<file path="src/hdl/e2r_pkg.sv">
`timescale 1ns / 1ps
// ----------------------------------------------------------------------------
// e2r_pkg: shared types and constants for the Euler-to-rotation-matrix block
// Fixed-point formats, axis and element indices, and the CORDIC arctangent
// table in 32-bit turn units.
// ----------------------------------------------------------------------------
package e2r_pkg;

    // Port field widths
    localparam int IN_W   = 16;
    localparam int ELEM_W = 16;

    // Lanes and matrix elements
    localparam int N_AXES = 3;
    localparam int N_ELEM = 9;

    // Angle in turn units (2^32 per turn)
    localparam int TURN_W = 32;

    // CORDIC datapath: x, y in Q30, residual angle in turn units
    localparam int XY_W     = 33;
    localparam int Z_W      = 33;
    localparam int CORDIC_Q = 30;
    localparam int ATAN_N   = 24;
    localparam logic signed [XY_W-1:0] CORDIC_GAIN = XY_W'(652032874);

    // Sine and cosine in Q20
    localparam int TRIG_Q  = 20;
    localparam int TRIG_W  = 22;
    localparam int TRIG_SH = CORDIC_Q - TRIG_Q;
    localparam logic signed [XY_W-1:0] TRIG_RND = XY_W'(1) <<< (TRIG_SH - 1);

    // Products: pairs in Q40, sums in Q60
    localparam int PROD_W = 2 * TRIG_W;
    localparam int PL_W   = PROD_W + 1;
    localparam int PROD_Q = 2 * TRIG_Q;
    localparam int ACC_W  = 64;
    localparam int ACC_Q  = 3 * TRIG_Q;

    // Axis lanes
    localparam logic [1:0] AX_HEAD = 2'd0;
    localparam logic [1:0] AX_ATT  = 2'd1;
    localparam logic [1:0] AX_BANK = 2'd2;

    // Matrix element slots, row by row
    localparam logic [3:0] E_R0C0 = 4'd0;
    localparam logic [3:0] E_R0C1 = 4'd1;
    localparam logic [3:0] E_R0C2 = 4'd2;
    localparam logic [3:0] E_R1C0 = 4'd3;
    localparam logic [3:0] E_R1C1 = 4'd4;
    localparam logic [3:0] E_R1C2 = 4'd5;
    localparam logic [3:0] E_R2C0 = 4'd6;
    localparam logic [3:0] E_R2C1 = 4'd7;
    localparam logic [3:0] E_R2C2 = 4'd8;

    typedef logic signed [ACC_W-1:0] t_acc;

    typedef struct packed {
        logic signed [TRIG_W-1:0] s;
        logic signed [TRIG_W-1:0] c;
    } t_trig;

    // Arctangent of 2^-i in turn units (2^32 per turn)
    function automatic logic signed [Z_W-1:0] atan_turn(input logic [4:0] idx);
        logic signed [Z_W-1:0] v;
        case (idx)
            5'd0:    v = Z_W'(536870912);
            5'd1:    v = Z_W'(316933406);
            5'd2:    v = Z_W'(167458907);
            5'd3:    v = Z_W'(85004756);
            5'd4:    v = Z_W'(42667331);
            5'd5:    v = Z_W'(21354465);
            5'd6:    v = Z_W'(10679838);
            5'd7:    v = Z_W'(5340245);
            5'd8:    v = Z_W'(2670163);
            5'd9:    v = Z_W'(1335087);
            5'd10:   v = Z_W'(667544);
            5'd11:   v = Z_W'(333772);
            5'd12:   v = Z_W'(166886);
            5'd13:   v = Z_W'(83443);
            5'd14:   v = Z_W'(41722);
            5'd15:   v = Z_W'(20861);
            5'd16:   v = Z_W'(10430);
            5'd17:   v = Z_W'(5215);
            5'd18:   v = Z_W'(2608);
            5'd19:   v = Z_W'(1304);
            5'd20:   v = Z_W'(652);
            5'd21:   v = Z_W'(326);
            5'd22:   v = Z_W'(163);
            5'd23:   v = Z_W'(81);
            default: v = '0;
        endcase
        return v;
    endfunction

endpackage

</file>
<file path="src/hdl/e2r_sat.sv">
`timescale 1ns / 1ps
// ----------------------------------------------------------------------------
// e2r_sat: round and saturate the matrix elements
// Rounds each Q60 element to Q FRAC_BITS, clamps it to plus or minus one
// and keeps the low field bits.
// ----------------------------------------------------------------------------
module e2r_sat import e2r_pkg::*; #(
    parameter int FRAC_BITS = 14
) (
    input  logic                          i_clk,
    input  logic                          i_rst_n,
    input  logic                          i_valid,
    input  t_acc                          i_q60 [N_ELEM],
    output logic                          o_valid,
    output logic [N_ELEM-1:0][ELEM_W-1:0] o_elem
);

    localparam int   FSH = ACC_Q - FRAC_BITS;
    localparam t_acc RND = t_acc'(1) <<< (FSH - 1);
    localparam t_acc LIM = t_acc'(1) <<< FRAC_BITS;

    t_acc                          w_r [N_ELEM];
    t_acc                          w_c [N_ELEM];
    logic [N_ELEM-1:0][ELEM_W-1:0] r_elem;
    logic                          r_vld;

    // Round to nearest, ties up, then clamp
    always_comb begin
        for (int e = 0; e < N_ELEM; e++) begin
            w_r[e] = (i_q60[e] + RND) >>> FSH;
            if (w_r[e] > LIM) begin
                w_c[e] = LIM;
            end else if (w_r[e] < -LIM) begin
                w_c[e] = -LIM;
            end else begin
                w_c[e] = w_r[e];
            end
        end
    end

    always_ff @(posedge i_clk) begin
        for (int e = 0; e < N_ELEM; e++) begin
            r_elem[e] <= w_c[e][ELEM_W-1:0];
        end
    end

    always_ff @(posedge i_clk) begin
        if (!i_rst_n) begin
            r_vld <= 1'b0;
        end else begin
            r_vld <= i_valid;
        end
    end

    assign o_valid = r_vld;
    assign o_elem  = r_elem;

endmodule

</file>
<file path="config.mk">
export PLATFORM = sky130hd
export DESIGN_NAME = e2r_sat
export DESIGN_NICKNAME = d
export VERILOG_FILES = /design/src/hdl/e2r_pkg.sv /design/src/hdl/e2r_sat.sv
export SDC_FILE = /design/constraint.sdc
export NUM_CORES = 1
export LEC_CHECK = 0
export BUFFER_PORTS_ARGS = -buffer_cell sky130_fd_sc_hd__buf_2
export CORE_AREA = 2 2 283 285
export CTS_CLUSTER_SIZE = 8
export DETAILED_ROUTE_END_ITERATION = 10
export DIE_AREA = 0 0 285 287
export PLACE_DENSITY = 0.43
export SYNTH_ARGS = -nofsm -noshare
export SYNTH_HDL_FRONTEND = slang
export SYNTH_SLANG_ARGS = --single-unit
</file>
<file path="constraint.sdc">
create_clock -name i_clk -period 2.12 [get_ports i_clk]
set_input_delay 0.106 -clock i_clk [delete_from_list [all_inputs] [get_ports i_clk]]
set_output_delay 0.106 -clock i_clk [all_outputs]
set_load 0.02 [all_outputs]
</file>
==> impl_metrics.json <==
{
  "avgRoutedWirePerCell_um": 16.1,
  "number_of_synthesized_flops_with_an_enable_pin": 0,
  "postSynth.topFlopCell": "sky130_fd_sc_hd__dfxtp_1",
  "status": "complete, but fails checks",
  "port_buffers": 318,
  "pin_count": 724,
  "final_net_count": 2185,
  "drc_violations_left": 0,
  "mostFrequentLayoutCell": "sky130_fd_sc_hd__buf_2",
  "ys.warnings.count": 0,
  "dr_total_vias": 10002,
  "timing_worst_slew_pin_value_ns": 0.961,
  "layout_worst_path_cycle_share_pct": 96.6,
  "whs_ns": -0.0189,
  "fp.coreArea_um2": 78600,
  "dp_worst_setup_slack_ns": -0.196,
  "totalWireLength_mm": 43.0,
  "via_count_of_the_first_global_routing_pass": 10045,
  "ys_ff_latch": 145,
  "fraction_of_registers_with_async_set_or_reset_after_synthesis_pct": 0,
  "relSlewSlack_pct": 35.7,
  "finalPower_mw": 7.65,
  "pin_count_of_the_biggest_net_entering_global_routing": 17,
  "clock_tree.htree_level_count": 4,
  "maxCapViolCount": 0,
  "crit_arrival_ns": 2.46,
  "yosysUniqueCellTypes": 79,
  "die_y_um": 287,
  "detailedPlacementHpwl_mm": 35.3,
  "global_route.overflow_total": 0,
  "syn-cell-area_um2": 8640,
  "max-vdd-ir-drop_mv": 0.479,
  "rows": 103,
  "critical_path_required_ns": 2.53,
  "initial_core_util_pct": 11.0,
  "failing_checks": "negative hold slack",
  "clk_pin_slew_ns": 0.06,
  "num_cts_buffers": 17,
  "drtIter0Drc": 423,
  "nFillCells": 8910,
  "worstPathMaxFanout": 5,
  "avgSynthCellArea_um2": 8.29,
  "cp-end-kind": "flip-flop",
  "most-common-layout-cells": "sky130_fd_sc_hd__buf_2, sky130_fd_sc_hd__buf_4, sky130_fd_sc_hd__dfxtp_1",
  "post_route_cells_drive_above_1_share_pct": 38.2,
  "tritoncts_clock_tree": "done",
  "setup_viol": 0,
  "synthesis.nets": 1630,
  "power-per-cell-area_nw_per_um2": 532,
  "chipWidth_um": 285,
  "grt_pass1_wl_mm": 62.9,
  "hold_viol": 1,
  "clock_root_cell": "sky130_fd_sc_hd__clkbuf_16",
  "worstHoldPathType": "in -> reg",
  "drt_pre_antenna_iters": 5,
  "postLayoutSetupSlackWorst_ns": 0.0730,
  "maxSlewViolCount": 0,
  "ant_nets": 0,
  "cts-root-to-sink-buffers": 2,
  "routabilityCongestion": 0.833,
  "synthCells": 1042,
  "initial_antenna_violation_count": 28,
  "synth_sequential_area_ratio_pct": 33.6,
  "hold-path-cell-count": 3,
  "critPathLaunchType": "input pin",
  "die_area_um2": 81800,
  "avgViaCountPerCell": 3.75,
  "power.leakage_nw": 5.76,
  "syn2layout_area_growth_pct": 66.3,
  "cts_sinks": 145,
  "post-route-min-period_ns": 2.05,
  "grt_use_total_pct": 10.3,
  "fmax_ghz": 0.489,
  "criticalPathCategory": "in -> reg"
}
layer usage:
layer / vias to the layer above / part of all wire, % / track usage, %
met5: - / 0.27 / 0
met2: 340 / 42 / 15.3
met1: 4668 / 47 / 13.6
li1: 4919 / - / -
met4: 18 / 2.7 / 3.85
met3: 57 / 8.1 / 3.59
cells by family (layout without fill, tap and decap cells):
logic type / after synthesis / after routing / synth area share (%)
AO/OA/AOI/OAI: 143 / 143 / 12.5
buffers and inverters: 64 / 632 / 3.52
other: 0 / 5 / 0
multiplexers: 13 / 13 / 1.61
AND/OR/NAND/NOR: 533 / 533 / 33.8
adder cells (fa/ha/maj): 9 / 9 / 1.30
XOR/XNOR: 135 / 135 / 13.7
flip-flops: 145 / 145 / 33.6
power breakdown:
part | leakage [nW] | internal [mW] | switching [mW]
sequential | 1.18 | 2.82 | 0.0279
clock | 0.283 | 1.68 | 1.51
combinational | 4.30 | 0.697 | 0.912
total | 5.76 | 5.20 | 2.45
synth_stat cells, types with 14 or more instances:
cell type | number | area (µm²)
sky130_fd_sc_hd__dfxtp_1 | 145 | 2900
sky130_fd_sc_hd__buf_2 | 18 | 90.1
sky130_fd_sc_hd__nand3_1 | 70 | 350
sky130_fd_sc_hd__clkbuf_1 | 15 | 56.3
sky130_fd_sc_hd__inv_1 | 15 | 56.3
sky130_fd_sc_hd__o21ai_0 | 23 | 115
sky130_fd_sc_hd__or3_1 | 18 | 113
sky130_fd_sc_hd__xnor2_1 | 80 | 701
sky130_fd_sc_hd__nor2_1 | 94 | 353
sky130_fd_sc_hd__a21oi_1 | 23 | 115
sky130_fd_sc_hd__nor3_1 | 58 | 290
sky130_fd_sc_hd__nor4_1 | 24 | 150
sky130_fd_sc_hd__xor2_1 | 55 | 482
sky130_fd_sc_hd__nand4_1 | 53 | 332
sky130_fd_sc_hd__and3_1 | 17 | 106
sky130_fd_sc_hd__and2_1 | 14 | 87.6
sky130_fd_sc_hd__nand2_1 | 106 | 398
stage by stage:
step	setup TNS, ns	std cells	util, %	instance area, µm²
2_1_floorplan	0	1042	-	8640
3_3_place_gp	-4.74	2532	16.1	12700
3_5_place_dp	-6.07	2532	16.1	12700
4_1_cts	0	2652	18.0	14100
5_1_grt	-0.00807	2661	18.3	14400
6_report	0	2665	18.3	14400
flip-flops by register name (all words and copies together), names as in the netlist:
signal	flops
o_elem	144
o_valid	1
timing repair:
| action | in CTS | in global routing |
|---|---|---|
| setup endpoints to repair | 0 | 63 |
| buffers inserted | 0 | 9 |
| gates resized for setup | 0 | 40 |
| endpoints found under the hold margin | 71 | 0 |
| hold buffers | 88 | 0 |
area by class of cell:
class	count	area (µm²)	area share [%]
flip-flops and latches	145	2900	20.2
clock buffers	18	439	3.06
diodes	5	12.5	0.0871
multi-input cells	833	5590	38.9
repair buffers	585	3910	27.2
inverters	15	56.3	0.392
well taps	1050	1310	9.15
clock inverters	14	144	1.00
critical path: stages:
cell and delay, ns:
sky130_fd_sc_hd__dlygate4sd3_1 0.52, sky130_fd_sc_hd__buf_2 0.17, sky130_fd_sc_hd__nand4_1 0.18, sky130_fd_sc_hd__nor4_4 0.42, sky130_fd_sc_hd__xor2_1 0.25, sky130_fd_sc_hd__and4b_1 0.26
sky130_fd_sc_hd__nor2_2 0.07, sky130_fd_sc_hd__buf_4 0.17, sky130_fd_sc_hd__o22ai_1 0.18, sky130_fd_sc_hd__buf_4 0.14
final timing paths:
check	start	end	slack, ns
hold / removal	i_q60[318]	o_elem[79]	-0.02
setup / recovery	i_q60[52]	o_elem[129]	0.07
Power figures use the tool's default switching activity.
